### src/sv/lsb_pixel_stego_embed_extract_top_assert.svh
// Assertion helpers for the steganography block. The using scope provides i_clk and i_rst_n.
`ifndef LSB_PIXEL_STEGO_EMBED_EXTRACT_TOP_ASSERT_SVH
`define LSB_PIXEL_STEGO_EMBED_EXTRACT_TOP_ASSERT_SVH

// Same-cycle implication, checked out of reset.
`define LSBSE_ASSERT_IMP(label, ante, cons, msg) \
    label: assert property (@(posedge i_clk) disable iff (!i_rst_n) (ante) |-> (cons)) \
        else $error(msg);

// Next-cycle implication, checked out of reset.
`define LSBSE_ASSERT_NEXT(label, ante, cons, msg) \
    label: assert property (@(posedge i_clk) disable iff (!i_rst_n) (ante) |=> (cons)) \
        else $error(msg);

`endif

### src/sv/lsbse_pkg.sv
package lsbse_pkg;

    localparam int MSG_DEPTH  = 256;
    localparam int MSG_AW     = $clog2(MSG_DEPTH);
    localparam int LEN_W      = MSG_AW + 1;
    localparam int POS_W      = LEN_W + 3;
    localparam int BANK_DEPTH = MSG_DEPTH / 2;
    localparam int BANK_AW    = MSG_AW - 1;
    localparam logic [7:0] TERM_RESET = 8'd59;

    typedef enum logic [1:0] {
        CMD_LOAD  = 2'd0,
        CMD_PIXEL = 2'd1,
        CMD_CLEAR = 2'd2,
        CMD_NONE  = 2'd3
    } t_cmd;

    localparam logic MODE_EMBED   = 1'b0;
    localparam logic MODE_EXTRACT = 1'b1;
    localparam logic KIND_PIXEL   = 1'b0;
    localparam logic KIND_BYTE    = 1'b1;
    localparam logic REG_MODE     = 1'b0;
    localparam logic REG_TERM     = 1'b1;

    // Request to the two message banks: even bytes in one, odd bytes in the other.
    typedef struct packed {
        logic               we_even;
        logic               we_odd;
        logic [BANK_AW-1:0] waddr;
        logic [7:0]         wdata;
        logic               re;
        logic [BANK_AW-1:0] raddr_even;
        logic [BANK_AW-1:0] raddr_odd;
    } t_ram_req;

    // What stage one needs to finish a result.
    typedef struct packed {
        logic       kind;
        logic [2:0] en;
        logic [2:0] off;
        logic       idx0;
        logic [7:0] red;
        logic [7:0] green;
        logic [7:0] blue;
        logic [7:0] data;
        logic       fin;
    } t_s1;

    typedef struct packed {
        logic       kind;
        logic [7:0] red;
        logic [7:0] green;
        logic [7:0] blue;
        logic [7:0] data;
        logic       fin;
    } t_res;

endpackage

### src/sv/lsbse_ram.sv
module lsbse_ram #(
    parameter int WIDTH = 8,
    parameter int DEPTH = 128,
    localparam int AW   = (DEPTH > 1) ? $clog2(DEPTH) : 1
) (
    input  logic             i_clk,
    input  logic             i_we,
    input  logic [AW-1:0]    i_waddr,
    input  logic [WIDTH-1:0] i_wdata,
    input  logic             i_re,
    input  logic [AW-1:0]    i_raddr,
    output logic [WIDTH-1:0] o_rdata
);

    logic [WIDTH-1:0] r_mem [DEPTH];
    logic [WIDTH-1:0] r_rdata;

    always_ff @(posedge i_clk) begin
        if (i_we) begin
            r_mem[i_waddr] <= i_wdata;
        end
        if (i_re) begin
            r_rdata <= r_mem[i_raddr];
        end
    end

    assign o_rdata = r_rdata;

endmodule

### src/sv/lsbse_front.sv
module lsbse_front (
    input  logic              i_clk,
    input  logic              i_rst_n,
    input  logic              i_accept,
    input  logic [1:0]        i_cmd,
    input  logic [7:0]        i_msg_byte,
    input  logic [7:0]        i_pix_red,
    input  logic [7:0]        i_pix_green,
    input  logic [7:0]        i_pix_blue,
    input  logic              i_frame_start,
    input  logic              i_mode,
    input  logic [7:0]        i_term,
    output lsbse_pkg::t_s1     o_s1,
    output logic              o_emit,
    output lsbse_pkg::t_ram_req o_ram
);
    import lsbse_pkg::*;

    logic [LEN_W-1:0] r_len, n_len;
    logic             r_closed, n_closed;
    logic [POS_W-1:0] r_pos, n_pos;
    logic [7:0]       r_acc, n_acc;
    logic [2:0]       r_nb, n_nb;
    logic             r_done, n_done;

    t_cmd             cmd;
    logic [POS_W-1:0] pos0, total, q, new_pos;
    logic [2:0]       en;
    logic [1:0]       cnt;
    logic [LEN_W-1:0] idx, idx_p1;
    logic             can_load;

    logic [7:0]       x_acc;
    logic [3:0]       x_cnt;
    logic             x_done, x_emit, x_fin;
    logic [7:0]       x_data;
    logic [2:0]       pix_bits;

    assign cmd = t_cmd'(i_cmd);

    // Embed addressing and bit position.
    always_comb begin
        pos0  = i_frame_start ? '0 : r_pos;
        total = {r_len, 3'b000};
        for (int k = 0; k < 3; k++) begin
            q     = pos0 + POS_W'(k);
            en[k] = (q < total);
        end
        cnt     = 2'(en[0]) + 2'(en[1]) + 2'(en[2]);
        new_pos = pos0 + POS_W'(cnt);
        idx     = pos0[POS_W-1:3];
        idx_p1  = idx + LEN_W'(1);
    end

    // Extraction: up to three bits gathered, at most one byte completes.
    always_comb begin
        pix_bits = {i_pix_blue[0], i_pix_green[0], i_pix_red[0]};
        x_acc    = i_frame_start ? 8'd0 : r_acc;
        x_cnt    = i_frame_start ? 4'd0 : {1'b0, r_nb};
        x_done   = i_frame_start ? 1'b0 : r_done;
        x_emit   = 1'b0;
        x_fin    = 1'b0;
        x_data   = 8'd0;
        for (int k = 0; k < 3; k++) begin
            if (!x_done) begin
                x_acc = x_acc | (8'(pix_bits[k]) << x_cnt[2:0]);
                x_cnt = x_cnt + 4'd1;
                if (x_cnt == 4'd8) begin
                    x_data = x_acc;
                    x_fin  = (x_acc == i_term);
                    x_emit = 1'b1;
                    x_acc  = 8'd0;
                    x_cnt  = 4'd0;
                    x_done = x_fin;
                end
            end
        end
    end

    assign can_load = !r_closed && (r_len < LEN_W'(MSG_DEPTH));

    always_comb begin
        n_len    = r_len;
        n_closed = r_closed;
        n_pos    = r_pos;
        n_acc    = r_acc;
        n_nb     = r_nb;
        n_done   = r_done;
        if (i_accept) begin
            case (cmd)
                CMD_LOAD: begin
                    if (can_load) begin
                        n_len = r_len + LEN_W'(1);
                        if (i_msg_byte == i_term) begin
                            n_closed = 1'b1;
                        end
                    end
                end
                CMD_CLEAR: begin
                    n_len    = '0;
                    n_closed = 1'b0;
                end
                CMD_PIXEL: begin
                    if (i_mode == MODE_EMBED) begin
                        n_pos = new_pos;
                        if (i_frame_start) begin
                            n_acc  = 8'd0;
                            n_nb   = 3'd0;
                            n_done = 1'b0;
                        end
                    end else begin
                        n_pos  = pos0;
                        n_acc  = x_acc;
                        n_nb   = x_cnt[2:0];
                        n_done = x_done;
                    end
                end
                default: begin
                end
            endcase
        end
    end

    always_ff @(posedge i_clk) begin
        if (!i_rst_n) begin
            r_len    <= '0;
            r_closed <= 1'b0;
            r_pos    <= '0;
            r_acc    <= 8'd0;
            r_nb     <= 3'd0;
            r_done   <= 1'b0;
        end else begin
            r_len    <= n_len;
            r_closed <= n_closed;
            r_pos    <= n_pos;
            r_acc    <= n_acc;
            r_nb     <= n_nb;
            r_done   <= n_done;
        end
    end

    // Bank requests: write on load, read both neighbouring bytes on an embed pixel.
    always_comb begin
        o_ram.we_even    = i_accept && (cmd == CMD_LOAD) && can_load && !r_len[0];
        o_ram.we_odd     = i_accept && (cmd == CMD_LOAD) && can_load && r_len[0];
        o_ram.waddr      = r_len[MSG_AW-1:1];
        o_ram.wdata      = i_msg_byte;
        o_ram.re         = i_accept && (cmd == CMD_PIXEL) && (i_mode == MODE_EMBED);
        o_ram.raddr_even = idx_p1[MSG_AW-1:1];
        o_ram.raddr_odd  = idx[MSG_AW-1:1];
    end

    always_comb begin
        o_s1.kind  = (i_mode == MODE_EMBED) ? KIND_PIXEL : KIND_BYTE;
        o_s1.en    = en;
        o_s1.off   = pos0[2:0];
        o_s1.idx0  = idx[0];
        o_s1.red   = i_pix_red;
        o_s1.green = i_pix_green;
        o_s1.blue  = i_pix_blue;
        o_s1.data  = x_data;
        o_s1.fin   = (i_mode == MODE_EMBED) ? (new_pos >= total) : x_fin;
        o_emit     = (cmd == CMD_PIXEL) && ((i_mode == MODE_EMBED) || x_emit);
    end

endmodule

### src/sv/lsbse_embed.sv
module lsbse_embed (
    input  lsbse_pkg::t_s1  i_s1,
    input  logic [7:0]      i_even,
    input  logic [7:0]      i_odd,
    output lsbse_pkg::t_res o_res
);
    import lsbse_pkg::*;

    logic [15:0] word;
    logic [7:0]  lo, hi;
    logic [3:0]  sel0, sel1, sel2;

    always_comb begin
        lo   = i_s1.idx0 ? i_odd : i_even;
        hi   = i_s1.idx0 ? i_even : i_odd;
        word = {hi, lo};
        sel0 = {1'b0, i_s1.off};
        sel1 = sel0 + 4'd1;
        sel2 = sel0 + 4'd2;
        if (i_s1.kind == KIND_PIXEL) begin
            o_res.kind  = KIND_PIXEL;
            o_res.red   = i_s1.en[0] ? {i_s1.red[7:1], word[sel0]} : i_s1.red;
            o_res.green = i_s1.en[1] ? {i_s1.green[7:1], word[sel1]} : i_s1.green;
            o_res.blue  = i_s1.en[2] ? {i_s1.blue[7:1], word[sel2]} : i_s1.blue;
            o_res.data  = 8'd0;
        end else begin
            o_res.kind  = KIND_BYTE;
            o_res.red   = 8'd0;
            o_res.green = 8'd0;
            o_res.blue  = 8'd0;
            o_res.data  = i_s1.data;
        end
        o_res.fin = i_s1.fin;
    end

endmodule

### src/sv/lsb_pixel_stego_embed_extract_top.sv
// LSB steganography over an RGB pixel stream. Load a message with load requests (kept up
// to and including the first terminator byte, at most 256 bytes), then send pixel requests:
// in embed mode each pixel leaves with the next three message bits in the low bits of red,
// green and blue, least significant bit first, and passes unchanged once the bits run out;
// in extract mode the low bits are gathered into bytes and each completed byte is emitted
// until the terminator has gone out. A frame-start flag on a pixel restarts the bit position
// and byte assembly. One request is taken every clock while o_in_stall is low; a result
// passes through the registered read of the message store (two banks, even and odd bytes,
// so the two bytes a pixel can straddle come out in the same cycle) and then the output
// register. Load, clear and unused requests, and extract pixels that complete no
// byte, give no result. Change mode or terminator only while the block is idle.
`include "lsb_pixel_stego_embed_extract_top_assert.svh"

module lsb_pixel_stego_embed_extract_top (
    input  logic        i_clk,
    input  logic        i_rst_n,
    // request channel
    input  logic        i_in_valid,
    output logic        o_in_stall,
    input  logic [1:0]  i_cmd,
    input  logic [7:0]  i_msg_byte,
    input  logic [7:0]  i_pix_red,
    input  logic [7:0]  i_pix_green,
    input  logic [7:0]  i_pix_blue,
    input  logic        i_frame_start,
    // result channel
    output logic        o_out_valid,
    input  logic        i_out_stall,
    output logic        o_kind,
    output logic [7:0]  o_out_red,
    output logic [7:0]  o_out_green,
    output logic [7:0]  o_out_blue,
    output logic [7:0]  o_out_byte,
    output logic        o_finished,
    // configuration port
    input  logic        psel,
    input  logic        penable,
    input  logic        pwrite,
    input  logic [2:0]  paddr,
    input  logic [31:0] pwdata,
    output logic [31:0] prdata,
    output logic        pready
);
    import lsbse_pkg::*;

    logic       r_mode;
    logic [7:0] r_term;
    logic       cfg_wr;

    logic       r_s1_valid;
    t_s1        r_s1, n_s1;
    logic       r_out_valid;
    t_res       r_out, n_res;

    logic       out_free, s1_free, accept, emit;
    t_ram_req   ram;
    logic [7:0] even_q, odd_q;

    // Configuration: word address picks the register, low address bits are ignored.
    assign pready = 1'b1;
    assign cfg_wr = psel && penable && pwrite;
    assign prdata = (paddr[2] == REG_TERM) ? {24'd0, r_term} : {31'd0, r_mode};

    always_ff @(posedge i_clk) begin
        if (!i_rst_n) begin
            r_mode <= MODE_EMBED;
            r_term <= TERM_RESET;
        end else if (cfg_wr) begin
            if (paddr[2] == REG_MODE) begin
                r_mode <= pwdata[0];
            end else begin
                r_term <= pwdata[7:0];
            end
        end
    end

    // Handshake: the output register frees the result stage, which frees the request side.
    assign out_free   = !r_out_valid || !i_out_stall;
    assign s1_free    = !r_s1_valid || out_free;
    assign o_in_stall = !s1_free;
    assign accept     = i_in_valid && s1_free;

    lsbse_front u_front (
        .i_clk         (i_clk),
        .i_rst_n       (i_rst_n),
        .i_accept      (accept),
        .i_cmd         (i_cmd),
        .i_msg_byte    (i_msg_byte),
        .i_pix_red     (i_pix_red),
        .i_pix_green   (i_pix_green),
        .i_pix_blue    (i_pix_blue),
        .i_frame_start (i_frame_start),
        .i_mode        (r_mode),
        .i_term        (r_term),
        .o_s1          (n_s1),
        .o_emit        (emit),
        .o_ram         (ram)
    );

    // Message store, even byte addresses.
    lsbse_ram #(.WIDTH(8), .DEPTH(BANK_DEPTH)) u_ram_even (
        .i_clk   (i_clk),
        .i_we    (ram.we_even),
        .i_waddr (ram.waddr),
        .i_wdata (ram.wdata),
        .i_re    (ram.re),
        .i_raddr (ram.raddr_even),
        .o_rdata (even_q)
    );

    // Message store, odd byte addresses.
    lsbse_ram #(.WIDTH(8), .DEPTH(BANK_DEPTH)) u_ram_odd (
        .i_clk   (i_clk),
        .i_we    (ram.we_odd),
        .i_waddr (ram.waddr),
        .i_wdata (ram.wdata),
        .i_re    (ram.re),
        .i_raddr (ram.raddr_odd),
        .o_rdata (odd_q)
    );

    lsbse_embed u_embed (
        .i_s1   (r_s1),
        .i_even (even_q),
        .i_odd  (odd_q),
        .o_res  (n_res)
    );

    // Advance valid flags; drop stage-one slots that produced nothing.
    always_ff @(posedge i_clk) begin
        if (!i_rst_n) begin
            r_s1_valid  <= 1'b0;
            r_out_valid <= 1'b0;
        end else begin
            if (s1_free) begin
                r_s1_valid <= accept && emit;
            end
            if (out_free) begin
                r_out_valid <= r_s1_valid;
            end
        end
    end

    // Payload: hold while stalled.
    always_ff @(posedge i_clk) begin
        if (s1_free) begin
            r_s1 <= n_s1;
        end
        if (out_free) begin
            r_out <= n_res;
        end
    end

    assign o_out_valid = r_out_valid;
    assign o_kind      = r_out.kind;
    assign o_out_red   = r_out.red;
    assign o_out_green = r_out.green;
    assign o_out_blue  = r_out.blue;
    assign o_out_byte  = r_out.data;
    assign o_finished  = r_out.fin;

    `LSBSE_ASSERT_IMP(a_stall_needs_full_pipe, o_in_stall,
        r_s1_valid && r_out_valid && i_out_stall,
        "request stalled with room in the pipeline")
    `LSBSE_ASSERT_NEXT(a_result_kept, r_out_valid && i_out_stall, r_out_valid,
        "stalled result lost")
    `LSBSE_ASSERT_IMP(a_byte_has_no_pixel, r_out_valid && r_out.kind == KIND_BYTE,
        r_out.red == 8'd0 && r_out.green == 8'd0 && r_out.blue == 8'd0,
        "recovered byte carries pixel data")

endmodule

### config.mk
export PLATFORM = sky130hd
export DESIGN_NAME = lsb_pixel_stego_embed_extract_top
export DESIGN_NICKNAME = d
export VERILOG_FILES = /design/src/sv/lsbse_pkg.sv /design/src/sv/lsbse_ram.sv /design/src/sv/lsbse_front.sv /design/src/sv/lsbse_embed.sv /design/src/sv/lsb_pixel_stego_embed_extract_top.sv
export VERILOG_INCLUDE_DIRS = /design/src /design/src/sv
export SDC_FILE = /design/constraint.sdc
export NUM_CORES = 2
export LEC_CHECK = 0
export ABC_AREA = 1
export BUFFER_PORTS_ARGS = -buffer_cell sky130_fd_sc_hd__buf_2
export CAP_MARGIN = 20
export CORE_UTILIZATION = 55
export CTS_CLUSTER_SIZE = 40
export DETAILED_ROUTE_END_ITERATION = 12
export GPL_TIMING_DRIVEN = 1
export PLACE_DENSITY_LB_ADDON = 0.08
export SLEW_MARGIN = 15
export SYNTH_ARGS = -nofsm -noshare
export SYNTH_HDL_FRONTEND = slang
export SYNTH_HIERARCHICAL = 1
export SYNTH_SLANG_ARGS = --single-unit
### constraint.sdc
create_clock -name i_clk -period 6.06 [get_ports i_clk]
set_input_delay 0 -clock i_clk [delete_from_list [all_inputs] [get_ports i_clk]]
set_output_delay 0 -clock i_clk [all_outputs]
set_load 0.1 [all_outputs]
==> run_results.csv <==
group,metric,value,unit
yosys,ys_async_sr_fraction,0,%
global_routing,grt_pass1_wl,368000,µm
critical_path,crit_fanout,3,
cts,cts-root-buf,"clkbuf_16",
timing,timing.hold.ws,104,ps
timing,period_needed,5780,ps
critical_path,startpoint_type,"flop",
yosys,ys_seq_elements,2184,
cells_and_area,instances_no_fill,10700,
global_routing,met3_usage,4.63,%
worst_hold_path,min_path_type,"in2reg",
cts,tritoncts,"done",
critical_path,crit_arrival,6380,ps
floorplan,placementRows,150,
global_routing,grt.total_usage,28.6,%
power_and_ir_drop,power_leakage,36.8,nW
routing,detail_route.iter0.violations,6795,
routing,vias_per_cell,5.84,
critical_path,crit_required,6650,ps
floorplan,start_util,55.5,%
floorplan,die_h,413,µm
global_routing,grt_pass1_vias,57900,
yosys,synth-edff-count,2139,
cts,ctsLongestPathBuffers,3,
global_routing,antenna_found_initial,0,
cts,numCtsBuffers,218,
power_and_ir_drop,ir_drop,0.290,mV
placement,placed_cells,10200,
power_and_ir_drop,total_power,30.4,mW
critical_path,cpMostUsedCell,"inv_1",
power_and_ir_drop,cellPowerDensity,296,mW/mm²
floorplan,die_w,413,µm
worst_hold_path,whs_endpoint,"r_s1[25]$_DFFE_PN_",
global_routing,busiest_layer,"met1",
global_routing,use_met2,43.0,%
yosys,yosys.area.top_type,"edfxtp_1",
cells_and_area,nNetsFinal,8478,
cells_and_area,final_cell_mix,"nand2_1 (2691), edfxtp_1 (2139), nand3_1 (1988)",
routing,ant_nets,0,
timing,fin_crit_sh,95.5,%
timing,hold_viol,0,
critical_path,max_stage_delay,450,ps
floorplan,die-area,0.171,mm²
timing,tightest_slew,1370,ps
worst_hold_path,worstHoldPathCells,2,
timing,slew_headroom,8.58,%
routing,num_vias,62700,
critical_path,worst-path-buf-inv,6,
critical_path,worstSetupPathType,"reg2reg",
critical_path,r2r_setup_slack,280,ps
critical_path,worst_setup_path_end_kind,"flop",
worst_hold_path,min_from,"i_pix_red[0]",
critical_path,r2r_start,"u_front/r_pos[4]$_SDFFE_PN0P_",
timing,skew,32.5,ps
global_routing,grtUsageMet1,43.7,%
cts,cts_num_sinks,2184,
yosys,synthFlopType,"edfxtp_1",
cts,clkLatencyLatePin,870,ps
outcome,status,"finished, final reports clean",
timing,drv_slew,0,
cells_and_area,num-fill-cells,13300,
placement,hpwl,137000,µm
timing,max_freq,0.173,GHz
critical_path,reg2reg_depth,36,
routing,firstDrtPassIters,6,
yosys,synth.area.top_cells,"edfxtp_1 (69%), nand2_1 (11%), nand3_1 (11%)",
critical_path,critPathTopFamily,"adder cells",
placement,portBuffers,94,
timing,rsz0062_at_grt,"yes",
yosys,synthDistinctLibCells,52,
floorplan,core-area,0.167,mm²
flow_run,maxCapViolCount,0,
yosys,ys_seq_area_share,70.1,%
cells_and_area,drive_above_1_share,7.94,%
cts,clk_pin_slew_worst_paths,60,ps
yosys,synth_area_per_cell,11.2,µm²
cts,htree_levels,4,
critical_path,worstReg2RegEnd,"r_s1[0]$_DFFE_PN_",
yosys,yosys_warnings,6,
routing,wire_per_inst,22.9,µm
critical_path,crit_slowest_cell,"fa_1",
routing,wl,246000,µm
placement,gp_congestion,0.923,
yosys,netlist_area,0.0929,mm²
global_routing,grt_max_degree,259,
routing,drc,0,
yosys,synth_top_area_share,69.1,%
timing,fin_tns_setup,0,ps
global_routing,grt.overflow.total,0,
floorplan,num_io_pins,146,
cells_and_area,diodes,0,
yosys,netlist_instances,8290,
cells_and_area,syn_to_final_growth,10.6,%
timing,setup_violations,0,
cells_and_area,layout_commonest_cell,"nand2_1",
## worst max-delay path by stage
stage	startpoint	to	slack, ps	cells past startpoint
floorplan	u_front/r_pos[3]$_SDFFE_PN0P_	r_s1[0]$_DFFE_PN_	80	36
CTS	u_front/r_pos[3]$_SDFFE_PN0P_	r_s1[0]$_DFFE_PN_	7	36
global route	u_front/r_pos[3]$_SDFFE_PN0P_	r_s1[0]$_DFFE_PN_	-100	36
global placement	u_front/r_pos[3]$_SDFFE_PN0P_	r_s1[0]$_DFFE_PN_	-840	36
finish	u_front/r_pos[4]$_SDFFE_PN0P_	r_s1[0]$_DFFE_PN_	280	36
detailed placement	u_front/r_pos[3]$_SDFFE_PN0P_	r_s1[0]$_DFFE_PN_	-740	36
## cell usage after synthesis (all sizes together) (3+ instances only)
library cell,n
nand2,2717
a21o,4
ha,42
o21bai,3
o211ai,9
nor3,23
nor2,383
xor2,22
nand3b,3
edfxtp,2139
nand4,12
clkbuf,80
inv,195
o21ai,42
a31oi,6
nand3,1997
a21oi,62
buf,476
xnor2,10
dfxtp,45
## metrics by stage
step           utilization, %  area (µm²)  worst slack, ps
3_3_place_gp             56.5       94700             -845
2_1_floorplan               -       93000             76.4
4_1_cts                  61.3      103000             7.22
3_5_place_dp             56.5       94700             -741
5_1_grt                  61.4      103000             -101
6_report                 61.4      103000              275
## flip-flops by register name, summed over array words and instances (netlist names), 8 cells and up
| signal | flops |
|---|---|
| r_s1 | 41 |
| u_front/r_len | 9 |
| o_out_green | 8 |
| u_ram_even/r_mem | 1024 |
| u_ram_odd/r_mem | 1024 |
| r_term | 8 |
| u_ram_even/o_rdata | 8 |
| u_ram_odd/o_rdata | 8 |
| u_front/r_pos | 12 |
| u_front/r_acc | 8 |
| o_out_red | 8 |
| o_out_blue | 8 |
| o_out_byte | 8 |
## area by class of cell
type                            instances  area [µm²]  share of cell area (%)
Tap cell                             2204        2760                    2.68
Clock inverter                        114        1000                   0.977
Multi-Input combinational cell       5376       24000                    23.4
Sequential cell                      2184       65100                    63.4
Clock buffer                          286        5890                    5.73
Timing Repair Buffer                  380        3190                    3.10
Inverter                              197         813                   0.791
## cells by family (layout without fill, tap and decap cells)
logic type	Yosys count	count (layout)	share of synthesized area [%]
xor+xnor	32	32	0.310
compound gates	137	137	0.845
simple gates	5138	5138	23.7
buf+inv	753	977	4.43
fa+ha+maj	44	44	0.609
other cells	2	25	0.00808
flops	2184	2184	70.1
## layer usage
layer	wire length, µm	up-vias
met5	0	-
li1	-	29000
met4	5160	0
met2	111000	2579
met3	20200	332
met1	109000	30800
## timing repair
item                                   CTS  global route
endpoints found under the hold margin  990             0
cloned                                   0             0
pin swaps                               16            22
buffers inserted                         7             2
hold buffers                           103             0
setup endpoints to repair                1             1
resized for setup                       20            26
## report_power, final
part / switching, mW / internal (mW) / total [mW]
Sequential: 0.0189 / 16.6 / 16.6
Clock: 5.59 / 7.51 / 13.1
Combinational: 0.569 / 0.119 / 0.689
Total: 6.17 / 24.2 / 30.4
(Power assumes the default switching activity.)
